**config.mk**
```make
export PLATFORM = sky130hd
export DESIGN_NAME = loop_playback_fade_out
export DESIGN_NICKNAME = d
export VERILOG_FILES = /design/src/rtl/lpfo_pkg.sv /design/src/rtl/loop_playback_fade_out.sv /design/src/rtl/lpfo_dp.sv /design/src/rtl/lpfo_ctrl.sv
export VERILOG_INCLUDE_DIRS = /design/src /design/src/rtl
export SDC_FILE = /design/constraint.sdc
export NUM_CORES = 2
export LEC_CHECK = 0
export ABC_AREA = 1
export BUFFER_PORTS_ARGS = -buffer_cell sky130_fd_sc_hd__buf_2
export CELL_PAD_IN_SITES_DETAIL_PLACEMENT = 1
export CELL_PAD_IN_SITES_GLOBAL_PLACEMENT = 1
export CORE_MARGIN = 1
export CORE_UTILIZATION = 49
export CTS_CLUSTER_SIZE = 12
export DETAILED_ROUTE_END_ITERATION = 12
export GPL_TIMING_DRIVEN = 0
export HOLD_SLACK_MARGIN = 0.15
export PLACE_DENSITY = 0.93
export SLEW_MARGIN = 5
export SYNTH_ARGS = -nofsm -noshare
export SYNTH_HDL_FRONTEND = slang
export SYNTH_HIERARCHICAL = 1
export SYNTH_SLANG_ARGS = --single-unit
```
**constraint.sdc**
```tcl
create_clock -name clk -period 6.4 [get_ports clk]
set_input_delay 0.32 -clock clk [delete_from_list [all_inputs] [get_ports clk]]
set_output_delay 0.32 -clock clk [all_outputs]
set_load 0.005 [all_outputs]
```
**src/rtl/loop_playback_fade_out_assert.svh**
```systemverilog
// Assertion macros shared by the loop playback fade-out RTL.
// Each macro expects clk and rst_n in scope; no other dependencies.
`ifndef LOOP_PLAYBACK_FADE_OUT_ASSERT_SVH
`define LOOP_PLAYBACK_FADE_OUT_ASSERT_SVH

// Condition holds at every clock edge out of reset.
`define LPFO_ASSERT_HOLDS(label, cond, msg) \
  label: assert property (@(posedge clk) disable iff (!rst_n) (cond)) else $error(msg);

// Consequent holds in the same cycle as the antecedent.
`define LPFO_ASSERT_IMPLIES(label, ante, cons, msg) \
  label: assert property (@(posedge clk) disable iff (!rst_n) (ante) |-> (cons)) \
    else $error(msg);

// Consequent holds in the cycle after the antecedent.
`define LPFO_ASSERT_NEXT(label, ante, cons, msg) \
  label: assert property (@(posedge clk) disable iff (!rst_n) (ante) |=> (cons)) \
    else $error(msg);

`endif

```
**src/rtl/lpfo_pkg.sv**
```systemverilog
`timescale 1ns / 1ps
// Shared widths, codes and controller/datapath interface types for the
// loop playback fade-out block. No dependencies.
package lpfo_pkg;

  localparam int POS_W       = 31;
  localparam int SMP_W       = 16;
  localparam int FRAC_W      = 16;
  localparam int GAIN_W      = FRAC_W + 1;
  localparam int PROD_W      = SMP_W + GAIN_W + 1;
  localparam int CFG_IDX_W   = 3;
  localparam int FRAC_STEPS  = GAIN_W;
  localparam int MOD_STEPS   = POS_W;
  localparam int CNT_W       = $clog2(MOD_STEPS + 1);
  localparam int IN_TDATA_W  = 64;
  localparam int OUT_TDATA_W = 64;

  localparam logic [GAIN_W-1:0] Q16_ONE = GAIN_W'(1) << FRAC_W;
  localparam logic [POS_W-1:0]  POS_MAX = '1;

  // Register indexes on the configuration port
  localparam logic [CFG_IDX_W-1:0] REG_FADE_START   = CFG_IDX_W'(0);
  localparam logic [CFG_IDX_W-1:0] REG_FADE_LENGTH  = CFG_IDX_W'(1);
  localparam logic [CFG_IDX_W-1:0] REG_TOTAL_LENGTH = CFG_IDX_W'(2);
  localparam logic [CFG_IDX_W-1:0] REG_LOOP_START   = CFG_IDX_W'(3);
  localparam logic [CFG_IDX_W-1:0] REG_LOOP_BODY    = CFG_IDX_W'(4);

  // Input word kinds
  localparam logic CMD_FRAME = 1'b0;
  localparam logic CMD_SEEK  = 1'b1;

  // Controller to datapath: at most one operation per cycle
  typedef struct packed {
    logic capture;
    logic prep;
    logic classify;
    logic div_step;
    logic gain;
    logic scale;
    logic finish;
  } lpfo_cmd_t;

  // Datapath to controller
  typedef struct packed {
    logic div_go;
    logic div_last;
    logic is_seek;
  } lpfo_sts_t;

endpackage

```
**src/rtl/loop_playback_fade_out.sv**
```systemverilog
`timescale 1ns / 1ps
// Top level of the loop playback fade-out block: stream ports, config
// port, and the controller/datapath pair. Uses lpfo_pkg, lpfo_ctrl, lpfo_dp.
//
//   channel | direction | content
//   --------+-----------+----------------------------------------------------
//   in_     | slave     | one stereo frame or one seek command per word
//   out_    | master    | one result word per input word, in order
//   cfg_    | write     | five 31-bit registers; the user writes them only while the block is idle (not enforced)
//
// Per word, accept to next accept: a non-folding seek, an ended frame or a frame
//   outside the fade runs prep, classify, scale and output load; a frame inside the
//   fade adds 17 divider steps plus gain squaring, a folding seek 31 divider steps.
// Reset (rst_n low, synchronous) clears the registers, play position and out valid.
// A stalled output word holds; the next input word is still taken and worked on,
//   and waits only to load the output.
module loop_playback_fade_out import lpfo_pkg::*; (
  input  logic                   clk,
  input  logic                   rst_n,
  // Input stream
  input  logic                   in_tvalid,
  output logic                   in_tready,
  input  logic [IN_TDATA_W-1:0]  in_tdata,   // left_in[15:0], right_in[31:16],
                                             // seek_target[62:32], zero [63]
  input  logic                   in_tuser,   // cmd: 0 frame, 1 seek
  // Result stream
  output logic                   out_tvalid,
  input  logic                   out_tready,
  output logic [OUT_TDATA_W-1:0] out_tdata,  // left_out[15:0], right_out[31:16],
                                             // engine_pos[62:32], zero [63]
  output logic                   out_tuser,  // ended
  // Configuration
  input  logic                   cfg_we,
  input  logic [CFG_IDX_W-1:0]   cfg_index,
  input  logic [POS_W-1:0]       cfg_wdata
);

  lpfo_cmd_t        dp_cmd;
  lpfo_sts_t        dp_sts;
  logic [SMP_W-1:0] left_out, right_out;
  logic [POS_W-1:0] engine_pos;
  logic             ended;

  // Sequencing and handshakes
  lpfo_ctrl u_ctrl (
    .clk        (clk),
    .rst_n      (rst_n),
    .in_tvalid  (in_tvalid),
    .in_tready  (in_tready),
    .out_tvalid (out_tvalid),
    .out_tready (out_tready),
    .sts        (dp_sts),
    .cmd        (dp_cmd)
  );

  // Arithmetic, position and register state; unpack the input word here
  lpfo_dp u_dp (
    .clk         (clk),
    .rst_n       (rst_n),
    .cfg_we      (cfg_we),
    .cfg_index   (cfg_index),
    .cfg_wdata   (cfg_wdata),
    .cmd_in      (in_tuser),
    .left_in     (in_tdata[SMP_W-1:0]),
    .right_in    (in_tdata[2*SMP_W-1:SMP_W]),
    .seek_target (in_tdata[2*SMP_W+POS_W-1:2*SMP_W]),
    .cmd         (dp_cmd),
    .sts         (dp_sts),
    .left_out    (left_out),
    .right_out   (right_out),
    .engine_pos  (engine_pos),
    .ended       (ended)
  );

  // Pack the result word, pad to whole bytes
  assign out_tdata = {{(OUT_TDATA_W-2*SMP_W-POS_W){1'b0}}, engine_pos, right_out, left_out};
  assign out_tuser = ended;

endmodule

```
**src/rtl/lpfo_dp.sv**
```systemverilog
`timescale 1ns / 1ps
// Datapath: config registers, play position, shared restoring divider,
// gain squarer, sample scalers and output payload. Uses lpfo_pkg.
`include "loop_playback_fade_out_assert.svh"
module lpfo_dp import lpfo_pkg::*; (
  input  logic                     clk,
  input  logic                     rst_n,
  input  logic                     cfg_we,
  input  logic [CFG_IDX_W-1:0]     cfg_index,
  input  logic [POS_W-1:0]         cfg_wdata,
  input  logic                     cmd_in,
  input  logic signed [SMP_W-1:0]  left_in,
  input  logic signed [SMP_W-1:0]  right_in,
  input  logic [POS_W-1:0]         seek_target,
  input  lpfo_cmd_t                cmd,
  output lpfo_sts_t                sts,
  output logic [SMP_W-1:0]         left_out,
  output logic [SMP_W-1:0]         right_out,
  output logic [POS_W-1:0]         engine_pos,
  output logic                     ended
);

  logic [POS_W-1:0] fade_start_r, fade_length_r, total_length_r, loop_start_r, loop_body_r;
  logic [POS_W-1:0] pos_r;

  logic                    cmd_r;
  logic signed [SMP_W-1:0] left_r, right_r;
  logic [POS_W-1:0]        tgt_in_r;

  logic [POS_W-1:0] tgt_r, d_r;
  logic             fade_on_r, end_r, loop_hit_r;

  logic [POS_W-1:0]  rem_r, dsh_r;
  logic [GAIN_W-1:0] q_r, gain_r;
  logic [CNT_W-1:0]  cnt_r;

  logic signed [PROD_W-1:0] prod_l_r, prod_r_r;

  logic [SMP_W-1:0] left_out_r, right_out_r;
  logic [POS_W-1:0] engine_pos_r;
  logic             ended_r;

  // prep
  logic             total_set;
  logic [POS_W-1:0] tgt_clamp;
  // classify
  logic [POS_W:0]   loop_end;
  logic             loop_hit, d_ge_l;
  logic [POS_W-1:0] fold_x, num_n;
  // divider step
  logic [POS_W-1:0] div_d;
  logic [POS_W:0]   div_r1, div_diff;
  logic             div_ge;
  // gain and finish
  logic [2*GAIN_W-1:0] gain_sq;
  logic [POS_W-1:0]    eng_fold;

  function automatic logic [SMP_W-1:0] q16_trunc(input logic signed [PROD_W-1:0] p);
    logic signed [PROD_W-1:0] biased;
    logic signed [PROD_W-1:0] shifted;
    biased  = p + (p[PROD_W-1] ? PROD_W'((1 << FRAC_W) - 1) : PROD_W'(0));
    shifted = biased >>> FRAC_W;
    return shifted[SMP_W-1:0];
  endfunction

  assign total_set = (total_length_r != '0);
  assign tgt_clamp = (total_set && (tgt_in_r > total_length_r)) ? total_length_r : tgt_in_r;

  assign loop_end = {1'b0, loop_start_r} + {1'b0, loop_body_r};
  assign loop_hit = (loop_body_r != '0) && ({1'b0, tgt_r} >= loop_end);
  assign fold_x   = tgt_r - loop_end[POS_W-1:0];
  assign d_ge_l   = (d_r >= fade_length_r);
  assign num_n    = fade_length_r - d_r;

  assign div_d    = (cmd_r == CMD_SEEK) ? loop_body_r : fade_length_r;
  assign div_r1   = {rem_r, dsh_r[POS_W-1]};
  assign div_diff = div_r1 - {1'b0, div_d};
  assign div_ge   = (div_r1 >= {1'b0, div_d});

  assign gain_sq  = q_r * q_r;
  assign eng_fold = loop_start_r + rem_r;

  assign sts.is_seek  = (cmd_r == CMD_SEEK);
  assign sts.div_go   = (cmd_r == CMD_SEEK) ? loop_hit : (!end_r && fade_on_r && !d_ge_l);
  assign sts.div_last = (cnt_r == CNT_W'(1));

  // Configuration and play position
  always_ff @(posedge clk) begin
    if (!rst_n) begin
      fade_start_r   <= '0;
      fade_length_r  <= '0;
      total_length_r <= '0;
      loop_start_r   <= '0;
      loop_body_r    <= '0;
      pos_r          <= '0;
    end else begin
      if (cfg_we) begin
        unique case (cfg_index)
          REG_FADE_START:   fade_start_r   <= cfg_wdata;
          REG_FADE_LENGTH:  fade_length_r  <= cfg_wdata;
          REG_TOTAL_LENGTH: total_length_r <= cfg_wdata;
          REG_LOOP_START:   loop_start_r   <= cfg_wdata;
          REG_LOOP_BODY:    loop_body_r    <= cfg_wdata;
          default: ;
        endcase
      end
      if (cmd.finish) begin
        if (cmd_r == CMD_SEEK) begin
          pos_r <= tgt_r;
        end else if (!end_r && (pos_r != POS_MAX)) begin
          pos_r <= pos_r + POS_W'(1);
        end
      end
    end
  end

  // Divider counter
  always_ff @(posedge clk) begin
    if (!rst_n) begin
      cnt_r <= '0;
    end else if (cmd.classify) begin
      cnt_r <= (cmd_r == CMD_SEEK) ? CNT_W'(MOD_STEPS) : CNT_W'(FRAC_STEPS);
    end else if (cmd.div_step) begin
      cnt_r <= cnt_r - CNT_W'(1);
    end
  end

  // Working payload
  always_ff @(posedge clk) begin
    if (cmd.capture) begin
      cmd_r    <= cmd_in;
      left_r   <= left_in;
      right_r  <= right_in;
      tgt_in_r <= seek_target;
    end
    if (cmd.prep) begin
      tgt_r     <= tgt_clamp;
      d_r       <= pos_r - fade_start_r;
      fade_on_r <= (fade_length_r != '0) && (pos_r >= fade_start_r);
      end_r     <= total_set && (pos_r >= total_length_r);
    end
    if (cmd.classify) begin
      loop_hit_r <= loop_hit;
      gain_r     <= fade_on_r ? '0 : Q16_ONE;
      q_r        <= '0;
      if (cmd_r == CMD_SEEK) begin
        rem_r <= '0;
        dsh_r <= fold_x;
      end else begin
        // n <= L, so n/2 already sits below the divisor
        rem_r <= {1'b0, num_n[POS_W-1:1]};
        dsh_r <= {num_n[0], {(POS_W-1){1'b0}}};
      end
    end
    if (cmd.div_step) begin
      rem_r <= div_ge ? div_diff[POS_W-1:0] : div_r1[POS_W-1:0];
      dsh_r <= {dsh_r[POS_W-2:0], 1'b0};
      q_r   <= {q_r[GAIN_W-2:0], div_ge};
    end
    if (cmd.gain) begin
      gain_r <= gain_sq[GAIN_W+FRAC_W-1:FRAC_W];
    end
    if (cmd.scale) begin
      prod_l_r <= left_r * $signed({1'b0, gain_r});
      prod_r_r <= right_r * $signed({1'b0, gain_r});
    end
    if (cmd.finish) begin
      if (cmd_r == CMD_SEEK) begin
        left_out_r   <= '0;
        right_out_r  <= '0;
        engine_pos_r <= loop_hit_r ? eng_fold : tgt_r;
        ended_r      <= 1'b0;
      end else if (end_r) begin
        left_out_r   <= '0;
        right_out_r  <= '0;
        engine_pos_r <= '0;
        ended_r      <= 1'b1;
      end else begin
        left_out_r   <= q16_trunc(prod_l_r);
        right_out_r  <= q16_trunc(prod_r_r);
        engine_pos_r <= '0;
        ended_r      <= 1'b0;
      end
    end
  end

  assign left_out   = left_out_r;
  assign right_out  = right_out_r;
  assign engine_pos = engine_pos_r;
  assign ended      = ended_r;

  `LPFO_ASSERT_IMPLIES(a_quot_range, cmd.gain, q_r <= Q16_ONE,
    "fade ratio quotient above unity")
  `LPFO_ASSERT_IMPLIES(a_fold_rem, cmd.finish && (cmd_r == CMD_SEEK) && loop_hit_r,
    rem_r < loop_body_r, "loop fold remainder not below loop body")
  `LPFO_ASSERT_IMPLIES(a_seek_clamp, cmd.finish && (cmd_r == CMD_SEEK) && total_set,
    tgt_r <= total_length_r, "seek target beyond total length")

endmodule

```
**src/rtl/lpfo_ctrl.sv**
```systemverilog
`timescale 1ns / 1ps
// Controller: sequences one word through prep, classify, division, gain,
// scaling and output load; owns the handshakes. Uses lpfo_pkg.
`include "loop_playback_fade_out_assert.svh"
module lpfo_ctrl import lpfo_pkg::*; (
  input  logic      clk,
  input  logic      rst_n,
  input  logic      in_tvalid,
  output logic      in_tready,
  output logic      out_tvalid,
  input  logic      out_tready,
  input  lpfo_sts_t sts,
  output lpfo_cmd_t cmd
);

  typedef enum logic [2:0] {
    S_IDLE,
    S_PREP,
    S_CLASS,
    S_DIV,
    S_GAIN,
    S_SCALE,
    S_DONE
  } state_t;

  state_t state_r, state_nxt;
  logic   out_valid_r, out_valid_nxt;
  logic   slot_free;

  assign slot_free = !out_valid_r || out_tready;
  assign in_tready = (state_r == S_IDLE);

  always_comb begin
    cmd          = '0;
    cmd.capture  = (state_r == S_IDLE) && in_tvalid;
    cmd.prep     = (state_r == S_PREP);
    cmd.classify = (state_r == S_CLASS);
    cmd.div_step = (state_r == S_DIV);
    cmd.gain     = (state_r == S_GAIN);
    cmd.scale    = (state_r == S_SCALE);
    cmd.finish   = (state_r == S_DONE) && slot_free;
  end

  always_comb begin
    state_nxt = state_r;
    unique case (state_r)
      S_IDLE:  if (in_tvalid) state_nxt = S_PREP;
      S_PREP:  state_nxt = S_CLASS;
      S_CLASS: state_nxt = sts.div_go ? S_DIV : S_SCALE;
      S_DIV: begin
        if (sts.div_last) state_nxt = sts.is_seek ? S_SCALE : S_GAIN;
      end
      S_GAIN:  state_nxt = S_SCALE;
      S_SCALE: state_nxt = S_DONE;
      S_DONE:  if (slot_free) state_nxt = S_IDLE;
      default: state_nxt = S_IDLE;
    endcase
  end

  always_comb begin
    out_valid_nxt = out_valid_r;
    priority if (cmd.finish) begin
      out_valid_nxt = 1'b1;
    end else if (out_tready) begin
      out_valid_nxt = 1'b0;
    end
  end

  always_ff @(posedge clk) begin
    if (!rst_n) begin
      state_r     <= S_IDLE;
      out_valid_r <= 1'b0;
    end else begin
      state_r     <= state_nxt;
      out_valid_r <= out_valid_nxt;
    end
  end

  assign out_tvalid = out_valid_r;

  `LPFO_ASSERT_HOLDS(a_one_op, $onehot0(cmd), "more than one datapath operation at once")
  `LPFO_ASSERT_IMPLIES(a_no_overwrite, cmd.finish, slot_free,
    "output word overwritten before it was taken")
  `LPFO_ASSERT_NEXT(a_gain_after_div, cmd.div_step && sts.div_last && !sts.is_seek,
    cmd.gain, "fade division not followed by gain squaring")

endmodule

```
**After elaboration in Yosys (flattened, before gate mapping)**

Index checks and enable logic that the tools add are counted.

- Register bits after elaboration: 552
- Input port bits: 104
- Word-level logic and storage cells: 125
- Output and inout port bits: 67

- Add/subtract/negate cells: 10
- Muxes and demuxes: 32
- Order comparisons: 6
- Equal/unequal tests: 15
- Reduce and logical (&&, ||, !) cells: 30
- $mul: 3

Operators by type and width:

| kind | number |
|---|---|
| 31-bit two-way mux | 11 |
| 31-bit subtractor | 4 |
| 31-bit greater-or-equal comparator | 3 |
| 31-bit nonzero test | 3 |
| 17-bit two-way mux | 5 |
| 16-bit by 18-bit multiplier with 34-bit output | 2 |
| 32-bit adder | 2 |
| 17-bit by 17-bit multiplier with 33-bit output | 1 |
| 31-bit by 31-bit adder with 32-bit output | 1 |
| 31-bit by 32-bit greater-or-equal comparator with 1-bit output | 1 |
| 32-bit by 31-bit greater-or-equal comparator with 1-bit output | 1 |
| 16-bit two-way mux | 2 |
| 31-bit by 1-bit adder with 31-bit output (second input constant) | 1 |
| 31-bit adder | 1 |
| 31-bit > comparator | 1 |
| 31-bit != test (second input constant) | 1 |
| 30-bit two-way mux | 1 |
| 3-bit one-hot mux with 7 select lines | 1 |
| 3-bit by 2-bit equality test with 1-bit output (second input constant) | 4 |
| 3-bit equality test (second input constant) | 4 |
| 3-bit two-way mux | 4 |
| 2-bit AND reduction | 6 |
| 5-bit two-way mux | 2 |
| 1-bit logical AND | 9 |
| 13 further kinds | 25 |

**Depth between registers and ports, before layout**

- Depth in word-level cells: 6
- Mapped depth: 28
- Depth with buffers taken out: 28

**Cells and area by module**

The synthesis kept the hierarchy.

Modules (own cells, without submodules):

| module | cells each | seq. area each (um^2) | area each (um^2) | times used |
|---|---|---|---|---|
| lpfo_dp | 8649 | 14473.9 | 64395.5 | 1 |
| lpfo_ctrl | 47 | 80.1 | 299.0 | 1 |
| loop_playback_fade_out | 2 | 0.0 | 11.3 | 1 |

**Least setup slack after synthesis**

No wires, ideal clock.

- Kind: register to register
- Start point: reg u_dp.q_r[7]
- End point: reg u_dp.gain_r[9] (data pin)
- Setup slack: 0.847 ns
- Data required time: 6.143 ns
- Buffers on the path: 2
- Library setup time: 0.257 ns
- Period minus slack after synthesis: 5.553 ns
- Stages on the path, launching flop included: 23
- Data arrival time: 5.296 ns
- Cell sequence: edfxtp_1 -> clkbuf_1 -> clkbuf_1 -> nand2_1 -> fa_1 -> inv_1 -> fa_1 -> inv_1 -> fa_1 -> inv_1 -> fa_1 -> fa_1 -> inv_1 -> fa_1 -> inv_1 -> ha_1 -> nand2_1 -> o21ai_0 -> a21oi_1 -> o21ai_0 -> nor2_1 -> o21ai_0 -> nor2_1

- Cells in the longest elaborated chain, start to end: 2

RTL lines:

| what | line | source |
|---|---|---|
| start, declared | lpfo_dp.sv:34 | `logic [GAIN_W-1:0] q_r, gain_r;` |
| start signal, assigned | lpfo_dp.sv:158 | `q_r <= {q_r[GAIN_W-2:0], div_ge};` |
| 17-bit by 17-bit multiplier with 33-bit output | lpfo_dp.sv:80 | `assign gain_sq = q_r * q_r;` |
| 17-bit two-way mux | lpfo_dp.sv:160 | `if (cmd.gain) begin` |
| end signal, assigned | lpfo_dp.sv:144 | `gain_r <= fade_on_r ? '0 : Q16_ONE;` |
| end signal, assigned | lpfo_dp.sv:161 | `gain_r <= gain_sq[GAIN_W+FRAC_W-1:FRAC_W];` |
| end, declared | lpfo_dp.sv:34 |  |

No other way between the ends.
A chain may end at the register's enable or synchronous reset.

**Final worst setup path**

- Start point: reg u_dp.gain_r[5]
- End point: reg u_dp.prod_l_r[28] (data pin)

- Cells in the longest elaborated chain, start to end: 1

RTL lines:

| what | line | source |
|---|---|---|
| 16-bit by 18-bit multiplier with 34-bit output | lpfo_dp.sv:164 | `prod_l_r <= left_r * $signed({1'b0, gain_r});` |
| end signal, assigned | lpfo_dp.sv:164 |  |
| end, declared | lpfo_dp.sv:37 | `logic signed [PROD_W-1:0] prod_l_r, prod_r_r;` |

No other way between the ends.

==> results.toml <==
[status]
status = "finished, violations left"
violations = "negative setup slack"

[layout]
reg.largest.list = "u_dp/prod_l_r: 33 flops, u_dp/prod_r_r: 33 flops"
drive_gt1_share_pct = 6.073
stdcell_count = 10890
syn_to_final_growth_pct = 11.31
final_nets = 10430
fin_area_sq_um = 72030

[routing]
totalWireLength_microns = 286700
top_layer = "met5"
routed_via_density = 5.979
wl_met1_microns = 107700
dr_wl_met2_microns = 126500
wl_per_cell_microns = 26.33
drtIter0Drc = 6790
dr_wl_met3_microns = 31620
first_pass_iters = 6
vias = 65110
final_antenna_net_count = 0
post-route-drc-count = 0

[cts]
cts_htree_levels = 3
clk_root_buffer_cell = "clkbuf_16"
clkSinkCount = 550
tritoncts = "yes"
clk_pin_slew_worst_paths_ns = 0.06
cts_buffers = 72
ctsLongestPathBuffers = 3
clkLatencyLatePin_ns = 0.71

[sta]
tns_ns = -1.978
finalHoldViolations = 0
min_period_over_period_pct = 103.6
timing.fmax_ghz = 0.1508
skew_ns = 0.04492
slew_violations = 0
tightest_slew_ns = 1.212
fin_ws_ns = -0.2293
maxSlewHeadroom_pct = 19.17
fin_crit_ns = 6.629
finalSetupViolations = 16
hold_slack_ns = 0.2346

[synthesis]
yosysMostFrequentCell = "nand2_1"
async_reset_ff_share_pct = 0
yosys.area.top_type = "fa_1"
syn_nets = 10050
synth-edff-count = 354
synth_seq_cells = 550
yosysSeqAreaShare_pct = 22.49
yosysTopAreaCellShare_pct = 18.87
synth_commonest_cells = "nand2_1, inv_1, nor2_1"
yosys_warnings = 6
synth_flop_cell = "edfxtp_1"
synth.distinct_cells = 59
syn_avg_cell_area_sq_um = 7.439
mappedNetlistArea_sq_um = 64710
synth_area_leaders = "fa_1, edfxtp_1, ha_1, nand2_1, inv_1"
netlist_instances = 8698

[critical_path]
critPathCaptureType = "flip-flop"
cp_slowest_stage_delay_ns = 0.61
crit_chain = "buf_4, buf_2, nand2_1, inv_1, fa_1, inv_1, fa_1, fa_1, fa_1, inv_1, fa_1, fa_1, ha_1, nand2_1, nor2_1, inv_1, o21ai_1, nand4_1, nand4_1, nand2_1"
crit_top_cell = "fa_1"
cp_slowest_cell = "edfxtp_1"
cp_top_family = "adder cells"
required_ns = 6.83
timing.rr.start = "u_dp/gain_r[5]"
start_kind = "flip-flop"
crit_fanout = 10
critPathLaunch = "u_dp/gain_r[5]"
cp_data_arrival_time_ns = 7.06
worst-path-buf-inv = 6
critical_path_class = "reg -> reg"

[die]
initial_core_util_pct = 49.66
coreArea_sq_um = 130300
die_x_microns = 365.4
ios = 171
die_area_sq_um = 133500
die_y_microns = 365.4
row_count = 132

[min_path]
hold_start = "cfg_index[0]"
min_path_type = "in -> reg"

[grt]
grt_first_pass_wirelength_microns = 415600
first_global_vias = 68220
grt_max_degree = 66
grt_overflow_total = 0
grt_usage_pct = 41.88
antenna_found_initial = 20

[placement]
place.port_buffers = 168
gp_congestion = 1.010
dpl.hpwl_microns = 223300
place_inst = 10620
place_area_sq_um = 67930

[run]
maxCapViolCount = 0
worst paths after layout:
path	depth (start not counted)	to	slack (ns)
max	20	u_dp/prod_l_r[28]	-0.23
min	4	u_dp/total_length_r[0]	0.23
max reg2reg	20	u_dp/prod_l_r[28]	-0.23
min reg2reg	2	u_dp/fade_start_r[21]	0.47
worst min-delay path: stages:
cell	delay (ns)
buf_2	0.12
nor3_1	0.17
o21ai_0	0.22
nor2_1	0.05
metrics by stage:
stage,utilization [%],setup WS (ns)
after floorplan,-,0.8468
after global placement,51.97,-2.850
after detailed placement,52.13,-0.6562
after CTS,54.82,0.002463
after global routing,55.26,-0.3273
final,55.27,-0.2293
per-layer routing:
metal | up-vias | GRT usage (%)
li1 | 28070 | -
met1 | 32160 | 51.89
met2 | 3719 | 65.26
met3 | 1139 | 11.23
met4 | 20 | 25.08
met5 | - | 0
cell families after synthesis:
logic type,synth area share (%)
simple gates,21.25
buf+inv,12.16
compound gates,10.57
fa+ha+maj,31.17
flops,22.49
xor+xnor,2.355
other cells,0.005795
repair_timing:
item / in CTS / in global routing
endpoints found under the hold margin: 204 / 0
pin swaps: 0 / 1
buffers inserted: 10 / 61
resized for setup: 79 / 129
hold buffers: 99 / 0
endpoints found under the setup margin: 51 / 49
final cells by class:
type	instances	area (sq um)
Fill cell	16510	58280
Multi-Input combinational cell	6072	42340
Antenna cell	10	25.02
Tap cell	1742	2180
Inverter	1810	6797
Buffer	225	1117
Timing Repair Buffer	350	2590
Clock buffer	96	2049
Clock inverter	36	371.6
Sequential cell	550	14550
cell usage in the layout (no fill, tap or decap), types with 10 or more instances in the layout:
master         netlist  final
a21boi_0            13     13
a21o_1              38     38
a21oi_1            602    600
a31oi_1             23     22
buf_2                5    188
buf_4               10     85
clkbuf_1           236    117
clkbuf_16            0     78
clkbuf_2             0     57
clkbuf_4             0     21
clkinv_1             4     14
dfxtp_1            196    196
diode_2              0     10
dlygate4sd3_1        0     99
edfxtp_1           354    354
fa_1               610    610
ha_1               636    635
inv_1             1797   1796
nand2_1           2115   2114
nand3_1            297    297
nand3b_1            17     17
nand4_1             93     93
nor2_1             676    672
nor3_1              72     70
nor4_1              31     31
o211ai_1            11     11
o21a_1              23     23
o21ai_0            482    475
o21ai_1             21     28
o21bai_1            39     39
or2_2               20     20
xnor2_1             69     69
xor2_1             105    104
Power is not shown: default switching activity piles up to over one toggle a cycle in this logic, so the estimate is an artifact.
